<file path="src/hdl/anpc_pkg.sv">
`default_nettype none

package anpc_pkg;

	// NAL header fields
	localparam logic [7:0] HDR_FORBIDDEN_MASK = 8'h80;
	localparam logic [4:0] NAL_TYPE_IDR       = 5'd5;
	localparam logic [4:0] NAL_TYPE_SLICE_MAX = 5'd4;
	localparam logic [4:0] NAL_TYPE_LOW_MAX   = 5'd16;
	localparam logic [4:0] NAL_TYPE_HIGH_MIN  = 5'd19;
	localparam logic [4:0] NAL_TYPE_HIGH_MAX  = 5'd21;

	// Smallest legal NAL length (header byte plus one)
	localparam logic [31:0] NAL_LEN_MIN = 32'd2;

	typedef struct packed {
		logic [7:0] data_byte;
		logic       last_byte;
		logic       key_pic;
	} pkt_item_t;

	typedef struct packed {
		logic accepted;
		logic saw_idr;
		logic saw_non_idr_slice;
	} verdict_t;

	// Step request from the top level to the parser core
	typedef struct packed {
		logic      step;
		pkt_item_t item;
	} core_req_t;

	function automatic logic header_ok(input logic [7:0] hdr);
		logic [4:0] t;
		t = hdr[4:0];
		if ((hdr & HDR_FORBIDDEN_MASK) != 8'h00) begin
			return 1'b0;
		end
		return ((t != 5'd0) && (t <= NAL_TYPE_LOW_MAX)) ||
			((t >= NAL_TYPE_HIGH_MIN) && (t <= NAL_TYPE_HIGH_MAX));
	endfunction

endpackage

`default_nettype wire

</file>
<file path="src/hdl/anpc_core.sv">
`default_nettype none

// Per-packet parse state and the single-byte step logic.
module anpc_core import anpc_pkg::*; (
	input  wire logic      clk,
	input  wire logic      arst_n,
	input  wire core_req_t req,
	output verdict_t       result
);

	logic [1:0]  prefix_index_q;
	logic [31:0] length_shift_q;
	logic [31:0] bytes_left_q;
	logic        in_nal_body_q;
	logic        header_pending_q;
	logic        error_seen_q;
	logic        idr_flag_q;
	logic        non_idr_flag_q;

	logic [1:0]  prefix_index_d;
	logic [31:0] length_shift_d;
	logic [31:0] bytes_left_d;
	logic        in_nal_body_d;
	logic        header_pending_d;
	logic        error_seen_d;
	logic        idr_flag_d;
	logic        non_idr_flag_d;

	logic [7:0]  b;
	logic [4:0]  unit_type;
	logic        boundary;
	logic        kind_ok;

	assign b         = req.item.data_byte;
	assign unit_type = b[4:0];

	// Next state for one byte
	always_comb begin
		prefix_index_d   = prefix_index_q;
		length_shift_d   = length_shift_q;
		bytes_left_d     = bytes_left_q;
		in_nal_body_d    = in_nal_body_q;
		header_pending_d = header_pending_q;
		error_seen_d     = error_seen_q;
		idr_flag_d       = idr_flag_q;
		non_idr_flag_d   = non_idr_flag_q;

		if (!error_seen_q) begin
			if (!in_nal_body_q) begin
				// length prefix, big-endian
				length_shift_d = {length_shift_q[23:0], b};
				prefix_index_d = prefix_index_q + 2'd1;
				if (prefix_index_d == 2'd0) begin
					if (length_shift_d < NAL_LEN_MIN) begin
						error_seen_d = 1'b1;
					end else begin
						bytes_left_d     = length_shift_d;
						in_nal_body_d    = 1'b1;
						header_pending_d = 1'b1;
					end
					length_shift_d = '0;
				end
			end else begin
				if (header_pending_q) begin
					header_pending_d = 1'b0;
					if (!header_ok(b)) begin
						error_seen_d = 1'b1;
					end else begin
						if (unit_type == NAL_TYPE_IDR) begin
							idr_flag_d = 1'b1;
						end
						if ((unit_type != 5'd0) && (unit_type <= NAL_TYPE_SLICE_MAX)) begin
							non_idr_flag_d = 1'b1;
						end
					end
				end
				// body byte count
				if (!error_seen_d) begin
					bytes_left_d = bytes_left_q - 32'd1;
					if (bytes_left_d == 32'd0) begin
						in_nal_body_d = 1'b0;
					end
				end
			end
		end
	end

	// Verdict from the state after this byte
	always_comb begin
		boundary = !in_nal_body_d && (prefix_index_d == 2'd0);
		kind_ok  = req.item.key_pic ? (idr_flag_d && !non_idr_flag_d)
			: (non_idr_flag_d && !idr_flag_d);
		result.accepted          = !error_seen_d && boundary && kind_ok;
		result.saw_idr           = idr_flag_d;
		result.saw_non_idr_slice = non_idr_flag_d;
	end

	// State registers; the last byte returns everything to reset
	always_ff @(posedge clk or negedge arst_n) begin
		if (!arst_n) begin
			prefix_index_q   <= '0;
			length_shift_q   <= '0;
			bytes_left_q     <= '0;
			in_nal_body_q    <= 1'b0;
			header_pending_q <= 1'b0;
			error_seen_q     <= 1'b0;
			idr_flag_q       <= 1'b0;
			non_idr_flag_q   <= 1'b0;
		end else if (req.step) begin
			if (req.item.last_byte) begin
				prefix_index_q   <= '0;
				length_shift_q   <= '0;
				bytes_left_q     <= '0;
				in_nal_body_q    <= 1'b0;
				header_pending_q <= 1'b0;
				error_seen_q     <= 1'b0;
				idr_flag_q       <= 1'b0;
				non_idr_flag_q   <= 1'b0;
			end else begin
				prefix_index_q   <= prefix_index_d;
				length_shift_q   <= length_shift_d;
				bytes_left_q     <= bytes_left_d;
				in_nal_body_q    <= in_nal_body_d;
				header_pending_q <= header_pending_d;
				error_seen_q     <= error_seen_d;
				idr_flag_q       <= idr_flag_d;
				non_idr_flag_q   <= non_idr_flag_d;
			end
		end
	end

endmodule

`default_nettype wire

</file>
<file path="config.mk">
export PLATFORM = sky130hd
export DESIGN_NAME = anpc_core
export DESIGN_NICKNAME = d
export VERILOG_FILES = /design/src/hdl/anpc_pkg.sv /design/src/hdl/anpc_core.sv
export SDC_FILE = /design/constraint.sdc
export NUM_CORES = 1
export LEC_CHECK = 0
export BUFFER_PORTS_ARGS = -buffer_cell sky130_fd_sc_hd__buf_2
export CORE_MARGIN = 10
export CORE_UTILIZATION = 42
export DETAILED_ROUTE_END_ITERATION = 10
export PLACE_DENSITY = 0.56
export SLEW_MARGIN = 40
export SYNTH_ARGS = -nofsm -noshare
export SYNTH_HDL_FRONTEND = slang
export SYNTH_SLANG_ARGS = --single-unit
export TNS_END_PERCENT = 30
</file>
<file path="constraint.sdc">
create_clock -name clk -period 3.59 [get_ports clk]
set_clock_uncertainty 0.2 [all_clocks]
set_input_delay 0.1795 -clock clk [delete_from_list [all_inputs] [get_ports clk]]
set_output_delay 0.1795 -clock clk [all_outputs]
set_load 0.005 [all_outputs]
</file>
# Word level (Yosys, flattened, before mapping)
# Cells that the tools add are included.
# op_classes
add_sub_neg	2
n_mux	56
n_lt_le_gt_ge	5
n_eq_ne	5
reduce_logical	21
# op_table
operator	count
$mux W32	6
$mux W24	4
$mux W1	43
$logic_not A32 Y1	1
$lt A32 B2 Y1 const B	1
$sub A32 B1 Y32 const B	1
$le A5 B5 Y1 const B	2
$logic_and A1 B1 Y1	8
$mux W2	3
$ne A3 B3 Y1 const B	2
$eq A5 B3 Y1 const B	1
$ge A5 B5 Y1 const B	1
$le A5 B3 Y1 const B	1
$reduce_and A5 Y1	1
$reduce_bool A5 Y1	1
$logic_not A1 Y1	4
$logic_not A2 Y1	2
$ne A2 B2 Y1 const B	2
$reduce_and A4 Y1	1
$reduce_and A3 Y1	1
$reduce_bool A3 Y1	1
$add A2 B1 Y2 const B	1
$logic_or A1 B1 Y1	1
# totals
wordCells	97
input_bits	13
reg_bits	63
out_inout_bits	3

# Logic depth before layout (Yosys ltp)
# Gate-level depths: netlist of run 1.
# depth
ltp_word	19
depth_mapped	10
mapped_depth_nobuf	9

# Least setup slack after synthesis of run 1
# OpenSTA, ideal clock, no wires.
# synth_path
path_type	reg-to-output
from	reg bytes_left_q[18]
to	out result[2] in the netlist's numbering
stages_incl_launch_ff	10
path_slack_ns	0.524
required_ns	3.211
t_arrival_ns	2.686
n_path_buf	2
path_cell_list	dfrtp_1 or4_1 clkbuf_2 or4_1 buf_2 nor4_4 a32oi_1 a22oi_1 nand4_1 a2111oi_2
# synth_lines
element	line	source
start, declared	anpc_core.sv:13	logic [31:0] bytes_left_q;
start signal, assigned	anpc_core.sv:122	bytes_left_q <= bytes_left_d;
end, declared	anpc_core.sv:8	output verdict_t result

==> results of run 1 <==
state kept, by name, summed over array words and instances, names as in the netlist:
name              cells
length_shift_q       24
in_nal_body_q         1
non_idr_flag_q        1
prefix_index_q        2
error_seen_q          1
header_pending_q      1
bytes_left_q         32
idr_flag_q            1
critical path: stages, from the launching register on:
cell and delay, ps:
sky130_fd_sc_hd__dfrtp_1 440, sky130_fd_sc_hd__or4_4 560, sky130_fd_sc_hd__or4_4 600, sky130_fd_sc_hd__nor4_4 170, sky130_fd_sc_hd__a32oi_1 80, sky130_fd_sc_hd__a22oi_1 200, sky130_fd_sc_hd__nand4_1 220, sky130_fd_sc_hd__a2111oi_2 330
sky130_fd_sc_hd__buf_2 170
area by class of cell:
cell class	instances	area share
Clock buffer	9	0.0267
Clock inverter	7	0.0129
Inverter	16	0.0129
Multi-Input combinational cell	392	0.493
Sequential cell	63	0.340
Tap cell	129	0.0348
Timing Repair Buffer	49	0.0788
synthesized netlist by cell type (3+ instances only):
| cell | count |
|---|---|
| sky130_fd_sc_hd__nand2b_1 | 7 |
| sky130_fd_sc_hd__a22oi_1 | 3 |
| sky130_fd_sc_hd__xor2_1 | 4 |
| sky130_fd_sc_hd__inv_1 | 15 |
| sky130_fd_sc_hd__o22ai_1 | 5 |
| sky130_fd_sc_hd__dfrtp_1 | 63 |
| sky130_fd_sc_hd__o221ai_1 | 4 |
| sky130_fd_sc_hd__a32oi_1 | 6 |
| sky130_fd_sc_hd__nand3_1 | 6 |
| sky130_fd_sc_hd__nor3_1 | 18 |
| sky130_fd_sc_hd__clkbuf_1 | 34 |
| sky130_fd_sc_hd__o31ai_1 | 3 |
| sky130_fd_sc_hd__nor4_1 | 19 |
| sky130_fd_sc_hd__o41ai_1 | 3 |
| sky130_fd_sc_hd__or2_2 | 4 |
| sky130_fd_sc_hd__o31a_1 | 3 |
| sky130_fd_sc_hd__nor2b_1 | 3 |
| sky130_fd_sc_hd__mux2i_1 | 3 |
| sky130_fd_sc_hd__nand4b_1 | 3 |
| sky130_fd_sc_hd__a221o_1 | 3 |
| sky130_fd_sc_hd__a21oi_1 | 33 |
| sky130_fd_sc_hd__or4_1 | 8 |
| sky130_fd_sc_hd__nand4_1 | 9 |
| sky130_fd_sc_hd__a31oi_1 | 7 |
| sky130_fd_sc_hd__nor2_1 | 46 |
| sky130_fd_sc_hd__a211oi_1 | 3 |
| sky130_fd_sc_hd__and3_1 | 9 |
| sky130_fd_sc_hd__o21ai_0 | 66 |
| sky130_fd_sc_hd__ha_1 | 3 |
| sky130_fd_sc_hd__nand2_1 | 75 |
metrics by stage:
step                      setup TNS (ps)  setup WS, ps
after floorplan                        0           524
after global placement                 0           302
after detailed placement               0           281
after CTS                              0          10.7
after global routing               -59.2         -59.2
final                                  0          85.6
worst max-delay path by stage:
stage | slack (ps) | to | cells after the start | from
2_1_floorplan | 520 | result[2] | 9 | bytes_left_q[18]
3_5_place_dp | 280 | result[2] | 8 | bytes_left_q[18]
6_report | 90 | result[2] | 8 | bytes_left_q[18]
3_3_place_gp | 300 | result[2] | 8 | bytes_left_q[18]
5_1_grt | -60 | result[2] | 8 | bytes_left_q[18]
4_1_cts | 10 | result[2] | 9 | bytes_left_q[18]
report_power, final:
group          internal [W]  total (W)  switching, W  leakage (nW)
Sequential         0.000887    0.00116      0.000277         0.849
Clock              0.000264   0.000612      0.000348        0.0916
Combinational      0.000830    0.00213       0.00130          1.00
per-layer routing:
layer  part of all wire  wire (um)  up-vias  track usage
li1                   -          -     1912            -
met1               0.46       6050     1894        0.259
met2               0.47       6130      139        0.293
met3              0.055        725       20       0.0341
met4              0.015        200        0       0.0510
met5                  0          0        -            0
logic make-up (layout without fill, tap and decap cells):
| logic type | count (synthesis) | count (layout) |
|---|---|---|
| AND/OR/NAND/NOR | 221 | 221 |
| AO/OA/AOI/OAI | 159 | 159 |
| flip-flops | 63 | 63 |
| buffers and inverters | 55 | 81 |
| XOR/XNOR | 6 | 6 |
| adder cells (fa/ha/maj) | 3 | 3 |
| multiplexers | 3 | 3 |
repair_timing:
action	4_1_cts	5_1_grt
resized for setup	5	14
endpoints found under the hold margin	34	0
hold buffers	9	0
pin swaps	2	5
setup buffers	0	2
setup endpoints to repair	1	1
==> metrics.yaml, run 1 <==
run_status:
  status: "completed"
floorplanning:
  floorplan.die.width_um: 118
  io_pins: 16
  dieHeight_um: 118
  fp-row-count: 35
  floorplan.initialDensity: 0.432
  fp.dieArea_um2: 13800
  core_region_area_um2: 9240
route:
  detail_route.iter0.violations: 321
  wirelength_um: 13100
  antenna_left: 0
  route.detailed.wl_per_inst_um: 19.7
  post_drt_via_cell_ratio: 5.96
  drt_first_pass_iters: 4
  post-route-drc-count: 0
  via_count: 3965
global_route:
  global_route.overflow_total: 0
  grt_antenna_before_repair: 0
  vias_in_the_first_global_route: 3800
  grt.total_usage: 0.188
  maximum_number_of_pins_on_one_net_before_global_route_repair: 50
  grt_pass1_wl_um: 21300
logic_synthesis:
  dominantRegCellSynth: "sky130_fd_sc_hd__dfrtp_1"
  synthCells: 510
  syn_area_um2: 3990
  cell_type_with_the_highest_aggregate_area_in_the_netlist: "sky130_fd_sc_hd__dfrtp_1"
  synth.yosys.warnings: 0
  synth-seq-cells: 63
  post_synth_main_area_contributors: "sky130_fd_sc_hd__dfrtp_1, sky130_fd_sc_hd__o21ai_0, sky130_fd_sc_hd__nand2_1"
  yosys.area_share.xor_xnor: 0.0132
  synth_edf_count: 0
  post_synth_num_cell_types: 58
  async_reset_ff_frac: 1.00
  post_synth.cell_area_avg_um2: 7.83
  ys_seq_area_frac: 0.395
  yosysTopAreaCellShare: 0.395
  combinational_family_with_the_most_area_after_synthesis: "simple AND/OR/NAND/NOR gates"
  synth_simple_gate_area_frac: 0.275
  synth_mux_area_frac: 0.00752
  synthAdderAreaFrac: 0.00940
  postSynthNetCount: 526
  synth-compound-area-share: 0.246
worst_setup_path:
  r2r_slack_ps: 530
  rr_endpoint: "bytes_left_q[12]"
  cp_data_required_time_ps: 3210
  r2r-start: "length_shift_q[0]"
  worst_ep_arrival_time_ps: 3120
  crit_type: "reg2out"
  worst_setup_path_end_kind: "output port"
  ff2ff_path_depth: 7
  cp_max_fo: 7
  timing.critical_path.from_type: "register"
power_and_ir_drop:
  power_per_cell_area_nw_per_um2: 841
  ir_drop_v: 0.000305
  p_leak_nw: 1.94
  total_power_w: 0.00390
cells_and_area:
  num-nets-final: 547
  post-route-util: 0.502
  post_route_cells_drive_above_1_share: 0.153
  register_area_um2: 1580
  design_area_um2: 4640
  final_cell_mix: "sky130_fd_sc_hd__nand2_1, sky130_fd_sc_hd__o21ai_0, sky130_fd_sc_hd__dfrtp_1"
  insertedDiodeCount: 0
  multiInputGateArea_um2: 2290
  layoutNonFillerInstCount: 665
  mostFrequentLayoutCell: "sky130_fd_sc_hd__nand2_1"
  areaGrowthSynthToFinish_pct: 16.1
  nFillCells: 921
placed_design:
  portbufs: 15
  placed_area_um2: 4270
  globalplace.congestion: 0.897
  dpl.cell_count: 638
  hpwl_um: 9150
clock_network:
  cts_max_level: 3
  clk_transition_reported_paths_ps: 90
  tritoncts_num_sinks: 63
  tritoncts: "built"
  cts-root-to-sink-buffers: 2
  worst_skew_pair.late_latency_ps: 360
  cts_made_buffers: 9
  root_buffer: "sky130_fd_sc_hd__clkbuf_8"
min_path:
  launch_point_of_the_worst_hold_path: "req[4]"
  min_delay_worst_endpoint: "length_shift_q[2]"
  min_delay_worst_type: "in2reg"
  hold_path_stages: 3
sta:
  max_slew_margin_vs_limit: 0.502
  setup_repair_after_global_routing_missed_its_margin: "true"
  final-max-slew-violation-count: 0
  setup-violations-final: 0
  final_period_minus_worst_setup_slack_ps: 3500
  max_slew.worst_pin.slew_ps: 740
  smallest_hold_slack_ps: 7.87
  finalHoldViolations: 0
  f_max_mhz: 285
  finalCritPeriodShare: 0.976
job:
  cap_violations: 0
Power figures use the tool's default switching activity.
==> run 2, diff against run 1 <==
- PLACE_DENSITY: 0.56 -> not set
- PLACE_DENSITY_LB_ADDON: not set -> 0.08
- clock period: 3.59 -> 4.2 ns (I/O delays scaled with it)
==> run 2 against run 1 <==
Total power decreased by 21%. Via count shrank 1.6%. Wire length decreased by 1.7%. Worst setup slack gained 210 ps. Clock power shrank 14%. First-iteration DRC count decreased by 3.7%.
==> metrics.yaml, run 2 (synthesis results as in run 1) <==
run_status:
  status: "completed"
floorplanning:
  floorplan.initialDensity: 0.432  # unchanged
  fp.dieArea_um2: 13800  # unchanged
  core_region_area_um2: 9240  # unchanged
  floorplan.die.width_um: 118  # unchanged
  io_pins: 16  # unchanged
  fp-row-count: 35  # unchanged
  dieHeight_um: 118  # unchanged
power_and_ir_drop:
  clock_power_share: 0.169  # +0.012
  switchingPower_w: 0.00154  # -20%
  p_int_w: 0.00155  # -22%
  ir_drop_v: 0.000227  # -26%
  power_per_cell_area_nw_per_um2: 689  # -18%
  comb_power_share: 0.516  # -0.029
  p_sw_frac: 0.498  # +0.00585
  p_leak_nw: 1.89  # -2.5%
  sequential_power_share: 0.315  # +0.017
sta:
  smallest_hold_slack_ps: 14.6  # +6.74 ps
  max_slew.worst_pin.slew_ps: 669  # -70.4 ps
  max_slew_margin_vs_limit: 0.553  # +0.0504
  f_max_mhz: 256
  final-max-slew-violation-count: 0  # unchanged
  setup-violations-final: 0  # unchanged
  final_period_minus_worst_setup_slack_ps: 3900
  final.setup.tns_ps: 0  # unchanged
  setup_repair_after_global_routing_missed_its_margin: "false"
  worst_slack_ps: 296  # +211 ps
  finalHoldViolations: 0  # unchanged
  finalCritPeriodShare: 0.929
job:
  cap_violations: 0  # unchanged
global_route:
  grt.total_usage: 0.186  # -0.00158
  maximum_number_of_pins_on_one_net_before_global_route_repair: 49  # -2.0%
  grt_pass1_wl_um: 20800  # -2.2%
  vias_in_the_first_global_route: 3646  # -4.1%
  grt_antenna_before_repair: 0  # unchanged
  global_route.overflow_total: 0  # unchanged
cells_and_area:
  num-nets-final: 540  # -1.3%
  max_ffs_per_register: 32  # unchanged
  largestRegisters: "bytes_left_q x32, length_shift_q x24, prefix_index_q x2"
  areaGrowthSynthToFinish_pct: 12.6
  post-route-util: 0.487  # -0.0154
  register_bank_with_the_most_flops: "bytes_left_q"
  final_cell_mix: "sky130_fd_sc_hd__nand2_1, sky130_fd_sc_hd__o21ai_0, sky130_fd_sc_hd__dfrtp_1"
  insertedDiodeCount: 0  # unchanged
  post_route_cells_drive_above_1_share: 0.113  # -0.0396
  nFillCells: 958  # +4.0%
  mostFrequentLayoutCell: "sky130_fd_sc_hd__nand2_1"
worst_setup_path:
  worst_setup_path_end_kind: "output port"
  crit_type: "reg2out"
  cp_data_required_time_ps: 3790  # +580 ps
  worst_ep_arrival_time_ps: 3490  # +370 ps
  cp_max_fo: 7  # unchanged
  timing.critical_path.from_type: "register"
placed_design:
  portbufs: 15  # unchanged
  globalplace.congestion: 0.908  # +1.2%
  hpwl_um: 9280  # +1.4%
  pre_cts_ws_ps: 660  # +379 ps
clock_network:
  tritoncts_num_sinks: 63  # unchanged
  cts_max_level: 3  # unchanged
  clk_transition_reported_paths_ps: 90  # about the same
  cts-root-to-sink-buffers: 2  # unchanged
  cts_made_buffers: 9  # unchanged
  root_buffer: "sky130_fd_sc_hd__clkbuf_8"
  worst_skew_pair.late_latency_ps: 360  # about the same
  tritoncts: "built"
route:
  post-route-drc-count: 0  # unchanged
  via_count: 3901  # -1.6%
  route.detailed.wl_per_inst_um: 19.6  # -0.66%
  post_drt_via_cell_ratio: 5.93  # -0.57%
  drt_first_pass_iters: 5  # +1
  detail_route.iter0.violations: 309  # -3.7%
  wirelength_um: 12900  # -1.7%
  antenna_left: 0  # unchanged
min_path:
  min_delay_worst_type: "in2reg"
[run 2: changes by cell type in the layout (fill, tap and decap cells not counted), moves of 2 or more]
cell,delta
sky130_fd_sc_hd__nor3_1,+2
sky130_fd_sc_hd__nor2_2,-3
sky130_fd_sc_hd__nor2_1,+3
sky130_fd_sc_hd__dfrtp_1,+2
sky130_fd_sc_hd__inv_6,-2
sky130_fd_sc_hd__buf_4,-4
sky130_fd_sc_hd__dfrtp_2,-2
sky130_fd_sc_hd__or4_4,-3
sky130_fd_sc_hd__or4_1,+3
[run 2: critical path, cell delays in order (launching register included)]
cell	delay, ps
sky130_fd_sc_hd__dfrtp_1	430
sky130_fd_sc_hd__or4_1	680
sky130_fd_sc_hd__or4_1	700
sky130_fd_sc_hd__nor4_4	260
sky130_fd_sc_hd__a32oi_1	100
sky130_fd_sc_hd__a22oi_1	200
sky130_fd_sc_hd__nand4_1	210
sky130_fd_sc_hd__a2111oi_2	390
sky130_fd_sc_hd__buf_2	160
[run 2: final timing paths]
| check | start | to | slack (ps) | depth (start not counted) |
|---|---|---|---|---|
| max | bytes_left_q[18] | result[2] | 300 | 8 |
| min reg2reg | length_shift_q[22] | length_shift_q[22] | 330 | 2 |
| max in group asynchronous | arst_n | length_shift_q[22] | 2860 | 3 |
| max reg2reg | length_shift_q[11] | bytes_left_q[27] | 1080 | 8 |
| min | req[2] | length_shift_q[0] | 10 | 3 |
| min in group asynchronous | arst_n | bytes_left_q[20] | 180 | 2 |
[run 2: through the flow]
| stage | instance area, um^2 | power (W) | cells |
|---|---|---|---|
| floorplan | 3990 | 0.00206 | 510 |
| global placement | 4220 | 0.00253 | 634 |
| detailed placement | 4220 | 0.00254 | 634 |
| CTS | 4490 | 0.00307 | 658 |
| global route | 4500 | 0.00334 | 658 |
| finish | 4500 | 0.00310 | 658 |
[run 2: routing by layer]
metal	share of wire	routed length [um]	global-route usage	up-vias
met2	0.46	5910	0.295	134
met5	0	0	0	-
met1	0.45	5850	0.248	1843
li1	-	-	-	1900
met4	0.021	266	0.0580	0
met3	0.067	861	0.0393	24
[run 2: power by group through the flow]
| stage | logic [W] | registers (W) | clock network [W] |
|---|---|---|---|
| 2_1_floorplan | 0.00117 | 0.000887 | 0 |
| 3_3_place_gp | 0.00156 | 0.000973 | 0 |
| 3_5_place_dp | 0.00156 | 0.000979 | 0 |
| 4_1_cts | 0.00157 | 0.000969 | 0.000530 |
| 5_1_grt | 0.00177 | 0.00100 | 0.000561 |
| 6_report | 0.00160 | 0.000976 | 0.000524 |
[run 2: layout make-up]
cell class              count  area, um^2  area share
multi-input cells         392        2210       0.492
flip-flops and latches     63        1580       0.351
repair buffers             42         300      0.0668
well taps                 129         161      0.0359
clock buffers               9         124      0.0276
clock inverters             7        62.6      0.0139
inverters                  16        60.1      0.0134
[run 2: what timing repair did]
| item | 4_1_cts | 5_1_grt |
|---|---|---|
| resized for setup | 0 | 1 |
| endpoints found under the hold margin | 44 | 0 |
| endpoints found under the setup margin | 0 | 1 |
| buffers inserted | 0 | 0 |
| hold buffers | 8 | 0 |
